**src/rtl/sfe_pkg.sv**
```systemverilog
// ----------------------------------------------------------------------------
// sfe_pkg
// Types and constants shared by the SBUS frame encoder modules.
// ----------------------------------------------------------------------------
`default_nettype none

package sfe_pkg;

  localparam int MAX_CHANNELS = 16;
  localparam int IDX_W        = 4;
  localparam int VALUE_W      = 16;
  localparam int COUNT_W      = 11;
  localparam int PROD_W       = 2 * VALUE_W;
  localparam int FRAC_BITS    = 12;
  localparam int QUOT_W       = PROD_W - FRAC_BITS;
  localparam int PACKED_W     = MAX_CHANNELS * COUNT_W;

  localparam logic [COUNT_W-1:0] COUNT_MAX  = 11'h7FF;
  localparam logic [PROD_W-1:0]  ROUND_HALF = 32'd2048;

  localparam logic [VALUE_W-1:0] OFFSET_RESET = 16'd880;
  localparam logic [VALUE_W-1:0] GAIN_RESET   = 16'd6554;

  localparam int FRAME_LEN  = 25;
  localparam int DATA_BYTES = 22;
  localparam int BCNT_W     = 5;

  localparam logic [7:0] HEADER_BYTE = 8'h0F;
  localparam logic [7:0] FILL_BYTE   = 8'h00;

  localparam int QUEUE_DEPTH = 4;
  localparam int QPTR_W      = 2;
  localparam int QCNT_W      = 3;

  typedef enum logic [0:0] {
    REG_SCALE_OFFSET = 1'b0,
    REG_SCALE_GAIN   = 1'b1
  } cfg_reg_t;

  // One scaled channel on its way from the front end to the frame builder.
  typedef struct packed {
    logic [IDX_W-1:0]   idx;
    logic [COUNT_W-1:0] count;
    logic               last;
  } chan_entry_t;

endpackage

`default_nettype wire

```
**src/rtl/sfe_front.sv**
```systemverilog
// ----------------------------------------------------------------------------
// sfe_front
// Accepts raw channel values, scales them to 11-bit counts in a two-stage
// pipeline and pushes them, tagged with slot and end of frame, into the queue.
// ----------------------------------------------------------------------------
`default_nettype none

module sfe_front import sfe_pkg::*; #(
  parameter int NUM_CHANNELS = 16
) (
  input  wire logic               clk,
  input  wire logic               rst_n,
  input  wire logic               cfg_write_en,
  input  wire logic [0:0]         cfg_index,
  input  wire logic [VALUE_W-1:0] cfg_data,
  input  wire logic [VALUE_W-1:0] in_channel_value,
  input  wire logic               in_valid,
  output logic                    in_ready,
  input  wire logic [QCNT_W-1:0]  q_count,
  output logic                    push,
  output chan_entry_t             push_entry
);

  logic [VALUE_W-1:0] offset_r, gain_r;
  logic [IDX_W-1:0]   cnt_r, cnt_nxt;
  logic               s1_v_r, s2_v_r;
  logic [VALUE_W-1:0] s1_diff_r, s1_gain_r, diff_nxt;
  logic [IDX_W-1:0]   s1_idx_r, s2_idx_r;
  logic               s1_last_r, s2_last_r;
  logic [PROD_W-1:0]  prod_r, prod_nxt, rounded;
  logic [QUOT_W-1:0]  quot;
  logic [QCNT_W:0]    occupancy;
  logic               accept, frame_end;

  // Items in flight are counted against the queue space so the pipeline
  // never has to stall once an item is taken.
  assign occupancy = {1'b0, q_count} + (QCNT_W+1)'(s1_v_r) + (QCNT_W+1)'(s2_v_r);
  assign in_ready  = occupancy < (QCNT_W+1)'(QUEUE_DEPTH);
  assign accept    = in_valid && in_ready;

  assign frame_end = cnt_r == IDX_W'(NUM_CHANNELS - 1);
  assign cnt_nxt   = frame_end ? '0 : cnt_r + IDX_W'(1);
  assign diff_nxt  = (in_channel_value >= offset_r) ? in_channel_value - offset_r : '0;
  assign prod_nxt  = PROD_W'(s1_diff_r) * PROD_W'(s1_gain_r);

  always_ff @(posedge clk) begin
    if (!rst_n) begin
      offset_r <= OFFSET_RESET;
      gain_r   <= GAIN_RESET;
    end else if (cfg_write_en) begin
      unique case (cfg_reg_t'(cfg_index))
        REG_SCALE_OFFSET: offset_r <= cfg_data;
        REG_SCALE_GAIN:   gain_r   <= cfg_data;
        default:          ;
      endcase
    end
  end

  always_ff @(posedge clk) begin
    if (!rst_n) begin
      cnt_r  <= '0;
      s1_v_r <= 1'b0;
      s2_v_r <= 1'b0;
    end else begin
      s1_v_r <= accept;
      s2_v_r <= s1_v_r;
      if (accept) begin
        cnt_r <= cnt_nxt;
      end
    end
  end

  always_ff @(posedge clk) begin
    if (accept) begin
      s1_diff_r <= diff_nxt;
      s1_gain_r <= gain_r;
      s1_idx_r  <= cnt_r;
      s1_last_r <= frame_end;
    end
    if (s1_v_r) begin
      prod_r    <= prod_nxt;
      s2_idx_r  <= s1_idx_r;
      s2_last_r <= s1_last_r;
    end
  end

  // Round half up, drop the fraction and saturate to the 11-bit range.
  assign rounded = prod_r + ROUND_HALF;
  assign quot    = rounded[PROD_W-1:FRAC_BITS];

  assign push             = s2_v_r;
  assign push_entry.idx   = s2_idx_r;
  assign push_entry.count = (quot > QUOT_W'(COUNT_MAX)) ? COUNT_MAX : quot[COUNT_W-1:0];
  assign push_entry.last  = s2_last_r;

endmodule

`default_nettype wire

```
**src/rtl/sfe_queue.sv**
```systemverilog
// ----------------------------------------------------------------------------
// sfe_queue
// Small first-in first-out queue of scaled channels between the scaling
// front end and the frame builder.
// ----------------------------------------------------------------------------
`default_nettype none

module sfe_queue import sfe_pkg::*; (
  input  wire logic         clk,
  input  wire logic         rst_n,
  input  wire logic         push,
  input  chan_entry_t       push_entry,
  input  wire logic         pop,
  output logic              q_valid,
  output chan_entry_t       q_head,
  output logic [QCNT_W-1:0] q_count
);

  chan_entry_t       entries_r [QUEUE_DEPTH];
  logic [QPTR_W-1:0] wr_ptr_r, rd_ptr_r;
  logic [QCNT_W-1:0] count_r;

  always_ff @(posedge clk) begin
    if (!rst_n) begin
      wr_ptr_r <= '0;
      rd_ptr_r <= '0;
      count_r  <= '0;
    end else begin
      if (push) begin
        wr_ptr_r <= wr_ptr_r + QPTR_W'(1);
      end
      if (pop) begin
        rd_ptr_r <= rd_ptr_r + QPTR_W'(1);
      end
      count_r <= count_r + QCNT_W'(push) - QCNT_W'(pop);
    end
  end

  always_ff @(posedge clk) begin
    if (push) begin
      entries_r[wr_ptr_r] <= push_entry;
    end
  end

  assign q_valid = count_r != '0;
  assign q_head  = entries_r[rd_ptr_r];
  assign q_count = count_r;

  a_no_overflow: assert property (@(posedge clk) disable iff (!rst_n)
    push |-> (count_r < QCNT_W'(QUEUE_DEPTH)) || pop)
    else $error("queue written while full");

  a_no_underflow: assert property (@(posedge clk) disable iff (!rst_n)
    pop |-> count_r != '0)
    else $error("queue read while empty");

endmodule

`default_nettype wire

```
**src/rtl/sfe_back.sv**
```systemverilog
// ----------------------------------------------------------------------------
// sfe_back
// Keeps the channel store, and on the last channel of a frame packs the
// store into a shift register and sends the 25 frame bytes out in order.
// ----------------------------------------------------------------------------
`default_nettype none

module sfe_back import sfe_pkg::*; #(
  parameter int NUM_CHANNELS = 16
) (
  input  wire logic  clk,
  input  wire logic  rst_n,
  input  wire logic  q_valid,
  input  chan_entry_t q_head,
  output logic       pop,
  output logic [7:0] out_frame_byte,
  output logic       out_last_byte,
  output logic       out_valid,
  input  wire logic  out_ready
);

  typedef enum logic [2:0] {
    ST_IDLE = 3'b001,
    ST_LOAD = 3'b010,
    ST_EMIT = 3'b100
  } emit_state_t;

  emit_state_t         state_r, state_nxt;
  logic [PACKED_W-1:0] packed_store;
  logic [PACKED_W-1:0] shift_r;
  logic [BCNT_W-1:0]   bcnt_r;
  logic                out_valid_r, out_last_r;
  logic [7:0]          out_byte_r, byte_nxt;
  logic                emit, is_data, is_final;

  // Store lanes; slots past the configured channel count read as zero.
  for (genvar ch = 0; ch < MAX_CHANNELS; ch++) begin : g_lane
    if (ch < NUM_CHANNELS) begin : g_used
      logic [COUNT_W-1:0] lane_r;
      always_ff @(posedge clk) begin
        if (pop && q_head.idx == IDX_W'(ch)) begin
          lane_r <= q_head.count;
        end
      end
      assign packed_store[ch*COUNT_W +: COUNT_W] = lane_r;
    end else begin : g_unused
      assign packed_store[ch*COUNT_W +: COUNT_W] = '0;
    end
  end

  // The closing channel of a frame waits until the previous frame has gone.
  assign pop = q_valid && ((state_r == ST_IDLE) || (state_r == ST_EMIT && !q_head.last));

  assign emit     = (state_r == ST_EMIT) && (!out_valid_r || out_ready);
  assign is_data  = (bcnt_r != '0) && (bcnt_r <= BCNT_W'(DATA_BYTES));
  assign is_final = bcnt_r == BCNT_W'(FRAME_LEN - 1);

  always_comb begin
    priority if (bcnt_r == '0) begin
      byte_nxt = HEADER_BYTE;
    end else if (is_data) begin
      byte_nxt = shift_r[7:0];
    end else begin
      byte_nxt = FILL_BYTE;
    end
  end

  always_comb begin
    state_nxt = state_r;
    unique case (state_r)
      ST_IDLE: if (pop && q_head.last) state_nxt = ST_LOAD;
      ST_LOAD: state_nxt = ST_EMIT;
      ST_EMIT: if (emit && is_final) state_nxt = ST_IDLE;
      default: state_nxt = ST_IDLE;
    endcase
  end

  always_ff @(posedge clk) begin
    if (!rst_n) begin
      state_r     <= ST_IDLE;
      bcnt_r      <= '0;
      out_valid_r <= 1'b0;
    end else begin
      state_r <= state_nxt;
      if (state_r == ST_LOAD) begin
        bcnt_r <= '0;
      end else if (emit) begin
        bcnt_r <= bcnt_r + BCNT_W'(1);
      end
      if (emit) begin
        out_valid_r <= 1'b1;
      end else if (out_ready) begin
        out_valid_r <= 1'b0;
      end
    end
  end

  always_ff @(posedge clk) begin
    if (state_r == ST_LOAD) begin
      shift_r <= packed_store;
    end else if (emit && is_data) begin
      shift_r <= shift_r >> 8;
    end
    if (emit) begin
      out_byte_r <= byte_nxt;
      out_last_r <= is_final;
    end
  end

  assign out_frame_byte = out_byte_r;
  assign out_last_byte  = out_last_r;
  assign out_valid      = out_valid_r;

  a_footer_zero: assert property (@(posedge clk) disable iff (!rst_n)
    out_valid_r && out_last_r |-> out_byte_r == FILL_BYTE)
    else $error("footer byte is not zero");

  a_count_range: assert property (@(posedge clk) disable iff (!rst_n)
    state_r == ST_EMIT |-> bcnt_r < BCNT_W'(FRAME_LEN))
    else $error("byte counter ran past the frame");

endmodule

`default_nettype wire

```
**src/rtl/sbus_frame_encoder_core.sv**
```systemverilog
// ----------------------------------------------------------------------------
// sbus_frame_encoder_core
// Builds 25-byte SBUS frames from raw channel values.
//
// Input channel: one raw 16-bit value per word, channels 0 to NUM_CHANNELS-1
// in order. Each is offset, scaled by a Q4.12 gain, rounded and saturated to
// an 11-bit count in a two-stage pipeline and queued for the frame builder.
// Output channel: one frame byte per word, header first; last_byte marks the
// footer. Bytes leave through an output register, so a stalled receiver
// only holds the current byte while channels keep filling the queue.
// Sequence: the closing channel of a frame passes the pipeline stages and
// the queue, is popped once the builder is idle, the store is loaded and the
// header is registered; then one byte per cycle while the receiver takes them.
// Throughput: up to one channel per cycle until the four-entry queue fills;
// sustained, it is set by the single byte output, one frame byte at a time.
// Configuration: offset at index 0, gain at index 1, written by the user only
// while the block is idle; the block does not enforce this. Reset restores the
// default offset and gain and starts at channel 0; no clearing pass is needed.
// ----------------------------------------------------------------------------
`default_nettype none

module sbus_frame_encoder_core import sfe_pkg::*; #(
  parameter int NUM_CHANNELS = 16
) (
  input  wire logic               clk,
  input  wire logic               rst_n,
  input  wire logic               cfg_write_en,
  input  wire logic [0:0]         cfg_index,
  input  wire logic [VALUE_W-1:0] cfg_data,
  input  wire logic [VALUE_W-1:0] in_channel_value,
  input  wire logic               in_valid,
  output logic                    in_ready,
  output logic [7:0]              out_frame_byte,
  output logic                    out_last_byte,
  output logic                    out_valid,
  input  wire logic               out_ready
);

  logic              push, pop, q_valid;
  chan_entry_t       push_entry, q_head;
  logic [QCNT_W-1:0] q_count;

  sfe_front #(.NUM_CHANNELS(NUM_CHANNELS)) u_front (
    .clk              (clk),
    .rst_n            (rst_n),
    .cfg_write_en     (cfg_write_en),
    .cfg_index        (cfg_index),
    .cfg_data         (cfg_data),
    .in_channel_value (in_channel_value),
    .in_valid         (in_valid),
    .in_ready         (in_ready),
    .q_count          (q_count),
    .push             (push),
    .push_entry       (push_entry)
  );

  sfe_queue u_queue (
    .clk        (clk),
    .rst_n      (rst_n),
    .push       (push),
    .push_entry (push_entry),
    .pop        (pop),
    .q_valid    (q_valid),
    .q_head     (q_head),
    .q_count    (q_count)
  );

  sfe_back #(.NUM_CHANNELS(NUM_CHANNELS)) u_back (
    .clk            (clk),
    .rst_n          (rst_n),
    .q_valid        (q_valid),
    .q_head         (q_head),
    .pop            (pop),
    .out_frame_byte (out_frame_byte),
    .out_last_byte  (out_last_byte),
    .out_valid      (out_valid),
    .out_ready      (out_ready)
  );

endmodule

`default_nettype wire
```
**config.mk**
```make
export PLATFORM = sky130hd
export DESIGN_NAME = sbus_frame_encoder_core
export DESIGN_NICKNAME = d
export VERILOG_FILES = /design/src/rtl/sfe_pkg.sv /design/src/rtl/sfe_front.sv /design/src/rtl/sfe_queue.sv /design/src/rtl/sfe_back.sv /design/src/rtl/sbus_frame_encoder_core.sv
export SDC_FILE = /design/constraint.sdc
export NUM_CORES = 1
export LEC_CHECK = 0
export BUFFER_PORTS_ARGS = -buffer_cell sky130_fd_sc_hd__buf_2
export CAP_MARGIN = 20
export CORE_MARGIN = 8
export CORE_UTILIZATION = 64
export CTS_CLUSTER_SIZE = 10
export DETAILED_ROUTE_END_ITERATION = 16
export MAX_ROUTING_LAYER = met4
export PLACE_DENSITY = 0.81
export SLEW_MARGIN = 40
export SYNTH_ARGS = -nofsm -noshare
export SYNTH_HDL_FRONTEND = slang
export SYNTH_SLANG_ARGS = --single-unit
```
**constraint.sdc**
```tcl
create_clock -name clk -period 7.15 [get_ports clk]
set_clock_uncertainty 0.1 [all_clocks]
set_input_delay 0.715 -clock clk [delete_from_list [all_inputs] [get_ports clk]]
set_output_delay 0.715 -clock clk [all_outputs]
set_load 0.1 [all_outputs]
```
## Yosys cells after proc, flatten, opt, wreduce, memory -nomap -nowiden

Memory sizes are Yosys's and may differ from the RTL's. A register that Yosys moved wholly into a read port is not among the register bits.
Index checks and enable logic that the tools add are counted.

- Memories: 1
- Memory bits (writable): 64
- Logic and storage cells: 132
- Register bits after elaboration: 489
- Output and inout port bits: 11

- Muxes and demuxes: 14
- Magnitude comparators: 4
- Equal/unequal tests: 22
- Bitwise operators: 3
- Reduce and logical (&&, ||, !) cells: 39
- Multiply operators: 1
- Add/subtract/negate cells: 10

Memory list:

| memory | words | width | read ports | clocked after memory_dff | write ports | line | RTL |
|---|---|---|---|---|---|---|---|
| u_queue.entries_r | 4 | 16 | 1 | 1 | 1 | sfe_queue.sv:19 | `chan_entry_t entries_r [QUEUE_DEPTH];` |

Operators by type and width:

| kind | number |
|---|---|
| 2-to-1 mux 176 bit | 2 |
| == test 4 bit, second input constant | 9 |
| adder 32 x 12 -> 32 bit, second input constant | 1 |
| multiplier 16 x 16 -> 32 bit | 1 |
| logical AND 1 bit | 24 |
| greater-than comparator 20 x 11 -> 1 bit, second input constant | 1 |
| == test 4 x 3 -> 1 bit, second input constant | 4 |
| >= comparator 16 bit | 1 |
| subtractor 16 bit | 1 |
| 2-to-1 mux 11 bit | 1 |
| one-hot mux 3 bit (3 select lines) | 1 |
| == test 4 x 2 -> 1 bit, second input constant | 2 |
| 2-to-1 mux 4 bit | 2 |
| 2-to-1 mux 3 bit | 2 |
| AND reduction 2 bit | 3 |
| adder 5 x 1 -> 5 bit, second input constant | 1 |
| == test 5 bit, second input constant | 1 |
| less-or-equal comparator 5 bit, second input constant | 1 |
| logical NOT 5 bit | 1 |
| nonzero test 5 bit | 1 |
| adder 2 x 1 -> 2 bit, second input constant | 2 |
| adder 3 x 1 -> 4 bit | 1 |
| adder 4 x 1 -> 4 bit | 1 |
| adder 4 x 1 -> 4 bit, second input constant | 1 |
| 17 further kinds | 28 |

## Logic depth before layout (Yosys ltp)

Gate-level depths: netlist (run 1).

- Word-level depth: 7
- Depth in mapped cells: 22
- Mapped depth without buffers: 21

## Hierarchy

From an unflattened synthesis (run 1), not the netlist that was laid out.

- Cell total of the unflattened synthesis: 2157
- Area total of the unflattened synthesis: 29669.7 um^2

By module, submodules not included:

| module | times used | cells an instance | area an instance (um^2) | sequential area each (um^2) |
|---|---|---|---|---|
| sfe_back | 1 | 663 | 14109.8 | 11020.6 |
| sfe_front | 1 | 1368 | 12776.0 | 2652.5 |
| sfe_queue | 1 | 126 | 2783.9 | 2102.0 |

## Least setup slack after synthesis (run 1)

Ideal clock, no wire load.

- Kind: register -> register
- Start: register u_back.out_valid_r (netlist: u_back.out_valid)
- End: register u_back.shift_r[0] (enable)
- Arrival time: 5.702 ns
- Period minus slack after synthesis: 6.337 ns
- Path buffers: 0
- Path slack: 0.813 ns
- Cell stages (with the launch flop): 4
- Setup time: 0.535 ns
- Cells stage by stage: dfxtp_1 > nor2b_1 > nor3_1 > a21o_1

- Longest elaborated chain between the ends: 5

Ends and longest elaborated chain:

| element | line | RTL |
|---|---|---|
| start: declaration | sfe_back.sv:32 | `logic out_valid_r, out_last_r;` |
| start signal: assignment | sfe_back.sv:82 | `out_valid_r <= 1'b0;` |
| start signal: assignment | sfe_back.sv:91 | `out_valid_r <= 1'b1;` |
| start signal: assignment | sfe_back.sv:93 | `out_valid_r <= 1'b0;` |
| logical NOT 1 bit | sfe_back.sv:54 | `assign emit = (state_r == ST_EMIT) && (!out_valid_r \|\| out_ready);` |
| logical OR 1 bit | sfe_back.sv:54 |  |
| logical AND 1 bit | sfe_back.sv:54 |  |
| via u_back.emit | sfe_back.sv:34 | `logic emit, is_data, is_final;` |
| logical AND 1 bit | sfe_back.sv:101 | `end else if (emit && is_data) begin` |
| nonzero test 2 bit (no line) | -- |  |
| end signal: assignment | sfe_back.sv:100 | `shift_r <= packed_store;` |
| end signal: assignment | sfe_back.sv:102 | `shift_r <= shift_r >> 8;` |
| end: declaration | sfe_back.sv:30 | `logic [PACKED_W-1:0] shift_r;` |

The timed path passes the listed nets, and every way through them passes these cells.
A chain may end at the register's enable or synchronous reset.

## Final worst setup path (run 1)

- Start: register u_front.s1_diff_r[7]
- End: register u_front.prod_r[31], data pin

- Longest elaborated chain between the ends: 1

Ends and longest elaborated chain:

| element | line | RTL |
|---|---|---|
| start: declaration | sfe_front.sv:27 | `logic [VALUE_W-1:0] s1_diff_r, s1_gain_r, diff_nxt;` |
| start signal: assignment | sfe_front.sv:75 | `s1_diff_r <= diff_nxt;` |
| multiplier 16 x 16 -> 32 bit | sfe_front.sv:44 | `assign prod_nxt = PROD_W'(s1_diff_r) * PROD_W'(s1_gain_r);` |
| via u_front.prod_nxt[31] | sfe_front.sv:30 | `logic [PROD_W-1:0] prod_r, prod_nxt, rounded;` |
| end signal: assignment | sfe_front.sv:81 | `prod_r <= prod_nxt;` |
| end: declaration | sfe_front.sv:30 |  |

The timed path passes the listed nets, and every way through them passes these cells.

==> impl_summary.md, run 1 <==
STA
The final number of max-transition violations came to 0. Setup repair after global routing left no endpoint under its margin. The worst slew margin relative to its limit is a little under half. Setup slack on the critical path of the routed design comes to between 0.6 and 0.7 ns. The share of the cycle needed by the critical path after routing is between 90% and 100%. The number of endpoints with negative hold slack in the final report is 0. Setup violations remaining at the end of the flow were counted as 0. The final critical delay including setup and external delays is about 6.5 ns. Static timing analysis puts the maximum clock frequency at approximately 150 MHz. For the pin with the worst max-slew slack, the measured transition is 0.808 ns.

The sum of negative setup slack is 0 ns.

Setup path
The launching instance or port of the critical path is u_front.s1_diff_r[7]. The highest cell delay on the worst timing path is 0.78 ns. In this run the worst path has a maximum fanout of 16.

In this run the worst setup path terminates at u_front.prod_r[31]. The startpoint identified for the worst register-to-register timing path is u_front.s1_diff_r[7]. The worst reg2reg path endpoint is u_front.prod_r[31]. The standard cell with the maximum stage delay on the critical path is sky130_fd_sc_hd__edfxtp_1. The start-to-end type of the worst setup path is flip-flop to flip-flop. The startpoint kind of the worst setup timing path is a flip-flop. Measured in cells, the most critical reg-to-reg path has a length of 18. At the worst endpoint, the arrival time is just under 7 ns.

For the worst setup path, the data required time is between 7 and 8 ns. The reg-to-reg setup timing slack is roughly 0.6 ns. In this design, the critical path's most frequently occurring cell is sky130_fd_sc_hd__fa_1.

The endpoint class of the critical path is a flip-flop. The critical path goes through nand2_1, fa_1, inv_1, fa_1, fa_1, fa_1, fa_1, inv_1, fa_1, inv_1, ha_1, a21o_1, a31oi_1, or2_2, o311a_1, or2_4, o311a_1, a311oi_1.

CTS
The total clock sinks is about 540. The clock buffer count from CTS is 61. TritonCTS built the clock tree. The number of buffers inserted to repair setup after CTS is 0. The tree is rooted in a sky130_fd_sc_hd__clkbuf_16.

Clock-pin slew was measured on the worst setup and hold paths at about 0.060 ns. At the later pin of the worst-skew pair, clock insertion delay measures 0.62 ns. The level count of the clock H-tree is 2. In this run, post-CTS repair resized a total of 0 instances. The maximum number of buffers from clock root to sink is 3. In this run, post-CTS hold repair placed 0 buffers.

Route
The remaining number of nets flagged by the antenna check after routing is 0. The count of unresolved DRC violations after routing is 0. The routed wire length is ~60000 µm. The average wire per cell in the routed design is 21.1 µm. The via density per instance is ~5.7.

The pre-antenna-repair detailed-routing pass consisted of 7 iterations. The via count is ~16k. The number of design-rule violations left by the first detailed-router iteration is 1198.

Hold path
The min-delay analysis places its worst path in the category input port to flip-flop.

Die
The initialized floorplan defines approximately 80 standard-cell rows. The chip width is ~230 µm. 49 I/O pins were placed. The die footprint is around 52000 µm². The height of the die is roughly 230 µm. The initial utilization of the core area, before any placement, comes to 64.3%. The area of the core is roughly 45000 µm².

Yosys
The yosys synthesis warning count is 0. The instance count of the mapped netlist is between 2k and 2.5k. The area share of the largest cell type after synthesis is 50.7%.

After synthesis, the most frequently instantiated cells are sky130_fd_sc_hd__edfxtp_1, sky130_fd_sc_hd__inv_1, sky130_fd_sc_hd__nand2_1. Synthesis inferred around 540 register bits. The most common cell in the synthesized netlist is sky130_fd_sc_hd__edfxtp_1. The synthesized area divided by synthesized cell count is between 10 and 15 µm².

In this run the cell area of the synthesized design comes to roughly 29000 µm². Yosys mapped a number of flops with a built-in enable equal to roughly 500. The number of different library cells used by synthesis comes to 60. The library cell with the largest summed area after synthesis is sky130_fd_sc_hd__edfxtp_1. Among all flip-flop cells after synthesis, the most frequent one is sky130_fd_sc_hd__edfxtp_1. Ranked by total cell area, the synthesized netlist is headed by sky130_fd_sc_hd__edfxtp_1, sky130_fd_sc_hd__fa_1, sky130_fd_sc_hd__mux2_2. The sequential cell area fraction in the yosys report is about 55%. The fraction of synthesis flops using an asynchronous set or reset pin is 0%. Synthesis produced a netlist with a net count of about 2.5k.

Global routing
The global-route congestion overflow total is 0. The largest net degree at the start of global routing is 103. The number of antenna violations at the first check in global routing is 0.

The wire length of the first global-routing pass is ~94000 µm. The number of global-route vias before repair was roughly 17k. Global routing used about a quarter of the available tracks across all layers.

Placement
The port buffer count is between 40 and 50. Routability-driven placement finished with a final weighted congestion of 0.921. Summed over all nets, the half-perimeter wirelength after detailed placement is 40600 µm. The instance count after placement with tap cells included is 2740.

The worst-case setup slack after placement is between 0.6 and 0.7 ns.

Status
The run finished with clean final reports.

Final layout
The count of cells in the finished layout, fillers not included, comes to 2841. The count of antenna diodes in the layout is 0. The area added between synthesis and finish is 9.23%. The post-route netlist has ~15% of its cells at a drive strength greater than 1. The net total in the final layout is between 2k and 3k.

Run
The max-cap check violation count is 0.
==> how the worst min path moves through the flow <==
stage | from | endpoint | slack [ns] | depth (start not counted)
finish | cfg_data[3] | u_front.gain_r[3] | 0.25 | 3
global route | cfg_data[12] | u_front.gain_r[12] | 0.24 | 3
CTS | cfg_data[3] | u_front.gain_r[3] | 0.22 | 3
detailed placement | u_front.s1_idx_r[1] | u_front.s2_idx_r[1] | 0.30 | 0
global placement | u_front.s1_last_r | u_front.s2_last_r | 0.30 | 0
floorplan | u_front.s1_idx_r[0] | u_front.s2_idx_r[0] | 0.30 | 0
==> critical path: cells and delay by family (launching register included) <==
kind | cells | cell delay, ns
adder cells (fa/ha/maj) | 7 | 3.53
AO/OA/AOI/OAI | 5 | 1.04
flip-flops | 1 | 0.78
AND/OR/NAND/NOR | 3 | 0.75
buffers and inverters | 3 | 0.15
==> layout make-up <==
| type | count | area [µm²] |
|---|---|---|
| sequential | 544 | 15800 |
| multi-input combinational | 1266 | 11900 |
| clock inverter | 6 | 83.8 |
| timing repair buffer | 61 | 374 |
| inverter | 269 | 1010 |
| fill | 2951 | 13400 |
| clock buffer | 95 | 1680 |
| tap | 600 | 751 |
==> stage by stage <==
| stage | utilization, % | instance area, µm² | hold slack, ns |
|---|---|---|---|
| finish | 70.2 | 31600 | 0.251 |
| global route | 70.2 | 31600 | 0.243 |
| CTS | 70.2 | 31600 | 0.224 |
| detailed placement | 66.3 | 29800 | 0.305 |
| global placement | 66.1 | 29800 | 0.301 |
| floorplan | - | 28900 | 0.300 |
==> cells by family (layout without fill, tap and decap cells) <==
logic type	after synthesis	after routing	share of synthesized area, %
simple gates	553	553	9.23
flops	544	544	54.5
buf+inv	340	431	4.49
fa+ha+maj	325	325	19.1
mux	188	188	7.93
compound gates	153	153	3.28
xor+xnor	47	47	1.42
==> flip-flops by register name (all words and copies together) (netlist names), 2 cells and up, named ones only <==
register                     cells
u_front.s1_diff_r               16
u_front.s1_idx_r                 4
u_front.offset_r                16
u_queue.q_count                  3
u_back.out_frame_byte            8
u_back.g_lane.g_used.lane_r    176
u_queue.rd_ptr_r                 2
u_back.bcnt_r                    5
u_back.shift_r                 176
u_front.cnt_r                    4
u_front.gain_r                  16
u_queue.wr_ptr_r                 2
u_back.state_r                   3
u_front.prod_r                  21
u_front.s1_gain_r               16
u_queue.entries_r               64
u_front.s2_idx_r                 4
==> layer usage <==
layer	GRT usage, %	share of wire, %	vias to the layer above
li1	-	-	7431
met1	27.2	39	8258
met2	41.0	53	459
met3	3.09	4.1	132
met4	10.4	4.4	0
met5	-	0	-
==> cell usage in the layout (no fill, tap or decap), types with 16 or more instances in the layout <==
master / instances
sky130_fd_sc_hd__edfxtp_1: 488
sky130_fd_sc_hd__inv_1: 268
sky130_fd_sc_hd__nand2_1: 244
sky130_fd_sc_hd__fa_1: 195
sky130_fd_sc_hd__mux2_2: 169
sky130_fd_sc_hd__and2_1: 138
sky130_fd_sc_hd__ha_1: 130
sky130_fd_sc_hd__clkbuf_16: 62
sky130_fd_sc_hd__a21oi_1: 60
sky130_fd_sc_hd__dfxtp_1: 56
sky130_fd_sc_hd__nor2_1: 51
sky130_fd_sc_hd__buf_2: 48
sky130_fd_sc_hd__clkbuf_1: 33
sky130_fd_sc_hd__xor2_1: 24
sky130_fd_sc_hd__o21ai_0: 23
sky130_fd_sc_hd__xnor2_1: 23
sky130_fd_sc_hd__nand3_1: 19
sky130_fd_sc_hd__nor2_2: 17
sky130_fd_sc_hd__mux4_2: 16
sky130_fd_sc_hd__a21o_1: 16
Power of run 1 is not shown: default switching activity piles up to over one toggle a cycle in this logic, so the estimate is an artifact.
==> inputs of run 2 (changes only) <==
--- a/config.mk
+++ b/config.mk
@@ -8,11 +8,10 @@
 export BUFFER_PORTS_ARGS = -buffer_cell sky130_fd_sc_hd__buf_2
 export CAP_MARGIN = 20
 export CORE_MARGIN = 8
-export CORE_UTILIZATION = 64
+export CORE_UTILIZATION = 30
 export CTS_CLUSTER_SIZE = 10
 export DETAILED_ROUTE_END_ITERATION = 16
 export MAX_ROUTING_LAYER = met4
-export PLACE_DENSITY = 0.81
 export SLEW_MARGIN = 40
 export SYNTH_ARGS = -nofsm -noshare
 export SYNTH_HDL_FRONTEND = slang
==> impl_summary.md, run 2 (synthesis gave the netlist of run 1 again) <==
Placement
The worst-case setup slack after placement is approximately 0.70 ns. Routability-driven placement finished with a final weighted congestion of 0.812. The port buffer count is between 40 and 50.

Including well taps, the total number of placed cells is roughly 3.4k. The half-perimeter wire length after placement is around 40000 µm.

Run
The max-cap check violation count is 0.

Final layout
0 antenna diodes ended up in the layout. The library cell used most frequently in the layout, excluding fill and tap cells, is sky130_fd_sc_hd__edfxtp_1. Compared with the post-synthesis result, the final layout area differs by 12.8%. The non-filler instance count after layout is about 3.5k. The largest registers in the layout are u_back.g_lane.g_used.lane_r: 176 flops, u_back.shift_r: 176 flops, u_queue.entries_r: 64 flops.

The net total in the final layout is ~2.6k. In the layout the commonest cells are sky130_fd_sc_hd__edfxtp_1, sky130_fd_sc_hd__inv_1, sky130_fd_sc_hd__nand2_1. The fraction of layout instances using a drive strength above 1 is 16.1%.

STA
Measured against its own limit, the worst slew margin works out to between 40% and 50%. The slew of the pin with the lowest slew margin is ~0.81 ns. Based on the critical path, the design can be clocked at up to around 160 MHz. The final number of max-transition violations was 0. In the final timing run, aggregate negative setup slack is 0 ns. Once routing completed, OpenROAD measured the worst setup slack at between 0.7 and 0.8 ns. Of the available clock period, the critical path in the final layout requires roughly 90%.

The number of endpoints failing setup at the final stage is 0. The clock period could shrink to between 6 and 7 ns. The number of endpoints with negative hold slack in the final report is 0. Setup repair after global routing left no endpoint under its margin.

CTS
The number of buffers inserted to repair setup after CTS is 0. Clock-pin slew was measured on the worst setup and hold paths at around 0.060 ns. The source-to-sink clock delay at the later pin of the worst-skew pair is 0.60 ns. TritonCTS built the clock tree. The H-tree generated during clock tree synthesis spans 3 levels. Buffers inserted to repair hold after CTS numbered 0. In this run, post-CTS repair resized a total of 0 instances. The total clock sinks is about 540. The maximum number of buffers from clock root to sink is 3. The clock buffer count from CTS is 66. The tree is rooted in a sky130_fd_sc_hd__clkbuf_16.

Route
The routed wire length is 58500 µm. Dividing the detail-routed via count by the number of cells gives approximately 4.4. The first detailed-routing pass took 5 iterations. Across all layers, the routed design uses 15.7k vias. In this run the remaining antenna-violating nets after routing total 0.

After detailed routing, the number of remaining DRC violations is 0. The number of design-rule violations left by the first detailed-router iteration is between 1k and 1.5k. In the final routed layout, each cell accounts on average for approximately 17 µm.

Die
The chip width is approximately 330 µm. The site row count is approximately 110. The die footprint is 107000 µm². The number of top-level pins is 49. Once the floorplan was initialized, standard cells occupied a little under a third of the core.

The core region is between 90000 and 100000 µm². The height of the die is 327 µm.

Setup path
The maximum fanout count along the critical path is 16. The worst setup path is captured at a flip-flop. The critical path arrival is about 6.8 ns. The critical path is of the flip-flop to flip-flop type.

Data on the critical path is required at its endpoint by ~7.5 ns. The startpoint kind of the worst setup timing path is a flip-flop.

Hold path
The path class of the tightest hold or removal check is input port to flip-flop.

Global routing
Entering global routing, the biggest net connects 76 pins. Across every metal layer, demand over resource in global routing totals between 10% and 20%. The global-route congestion overflow total is 0.

The number of global-route vias before repair is around 16k. The number of antenna violations at the first check in global routing is 0. The first global-routing pass estimated 93600 µm of wire.

Status
The flow ran to the end, and the final reports show no timing, DRC or antenna violations.
run 2: changes by cell type in the layout (fill, tap and decap cells not counted), sizes merged:
cell and change:
bufinv -1, inv +5, clkbuf -2, buf +8
clkinv -2
run 2: routing by layer:
metal / wire (µm) / up-vias / GRT usage [%]
li1: - / 7461 / -
met1: 26900 / 7853 / 14.7
met2: 27700 / 287 / 17.9
met3: 2810 / 77 / 2.51
met4: 1140 / 0 / 2.93
met5: 0 / - / -
run 2: area by class of cell:
cell class | count | area (µm²)
Multi-Input combinational cell | 1266 | 11900
Clock inverter | 8 | 135
Inverter | 269 | 1010
Fill cell | 9390 | 63500
Clock buffer | 93 | 1800
Tap cell | 1276 | 1600
Timing Repair Buffer | 69 | 405
Sequential cell | 544 | 15800
run 2: final timing paths:
path | startpoint | slack [ns] | endpoint | cells past startpoint
max reg2reg | u_front.s1_diff_r[10] | 0.71 | u_front.prod_r[31] | 19
min reg2reg | u_front.s1_idx_r[2] | 0.31 | u_front.s2_idx_r[2] | 0
max | u_front.s1_diff_r[10] | 0.71 | u_front.prod_r[31] | 19
min | cfg_data[1] | 0.25 | u_front.gain_r[1] | 3
run 2: metrics by stage:
step | area (µm²) | utilization, % | hold slack, ns
2_1_floorplan | 28900 | - | 0.300
3_3_place_gp | 30700 | 31.9 | 0.302
3_5_place_dp | 30700 | 31.9 | 0.312
4_1_cts | 32600 | 33.9 | 0.203
5_1_grt | 32600 | 34.0 | 0.227
6_report | 32600 | 34.0 | 0.246
run 2: critical path, cell delays in order, from the launching register on:
cell	delay (ns)
sky130_fd_sc_hd__edfxtp_1	0.62
sky130_fd_sc_hd__and2_1	0.29
sky130_fd_sc_hd__fa_1	0.54
sky130_fd_sc_hd__inv_1	0.05
sky130_fd_sc_hd__fa_1	0.52
sky130_fd_sc_hd__inv_1	0.05
sky130_fd_sc_hd__fa_1	0.54
sky130_fd_sc_hd__fa_1	0.46
sky130_fd_sc_hd__fa_1	0.54
sky130_fd_sc_hd__inv_1	0.05
sky130_fd_sc_hd__fa_1	0.53
sky130_fd_sc_hd__inv_1	0.04
sky130_fd_sc_hd__ha_1	0.33
sky130_fd_sc_hd__nand2_2	0.08
sky130_fd_sc_hd__o21ai_2	0.17
sky130_fd_sc_hd__nor2_1	0.07
sky130_fd_sc_hd__o311a_1	0.37
sky130_fd_sc_hd__or2_4	0.28
sky130_fd_sc_hd__o311a_1	0.35
sky130_fd_sc_hd__a311oi_1	0.24
Power of run 2 is left out for the same reason.
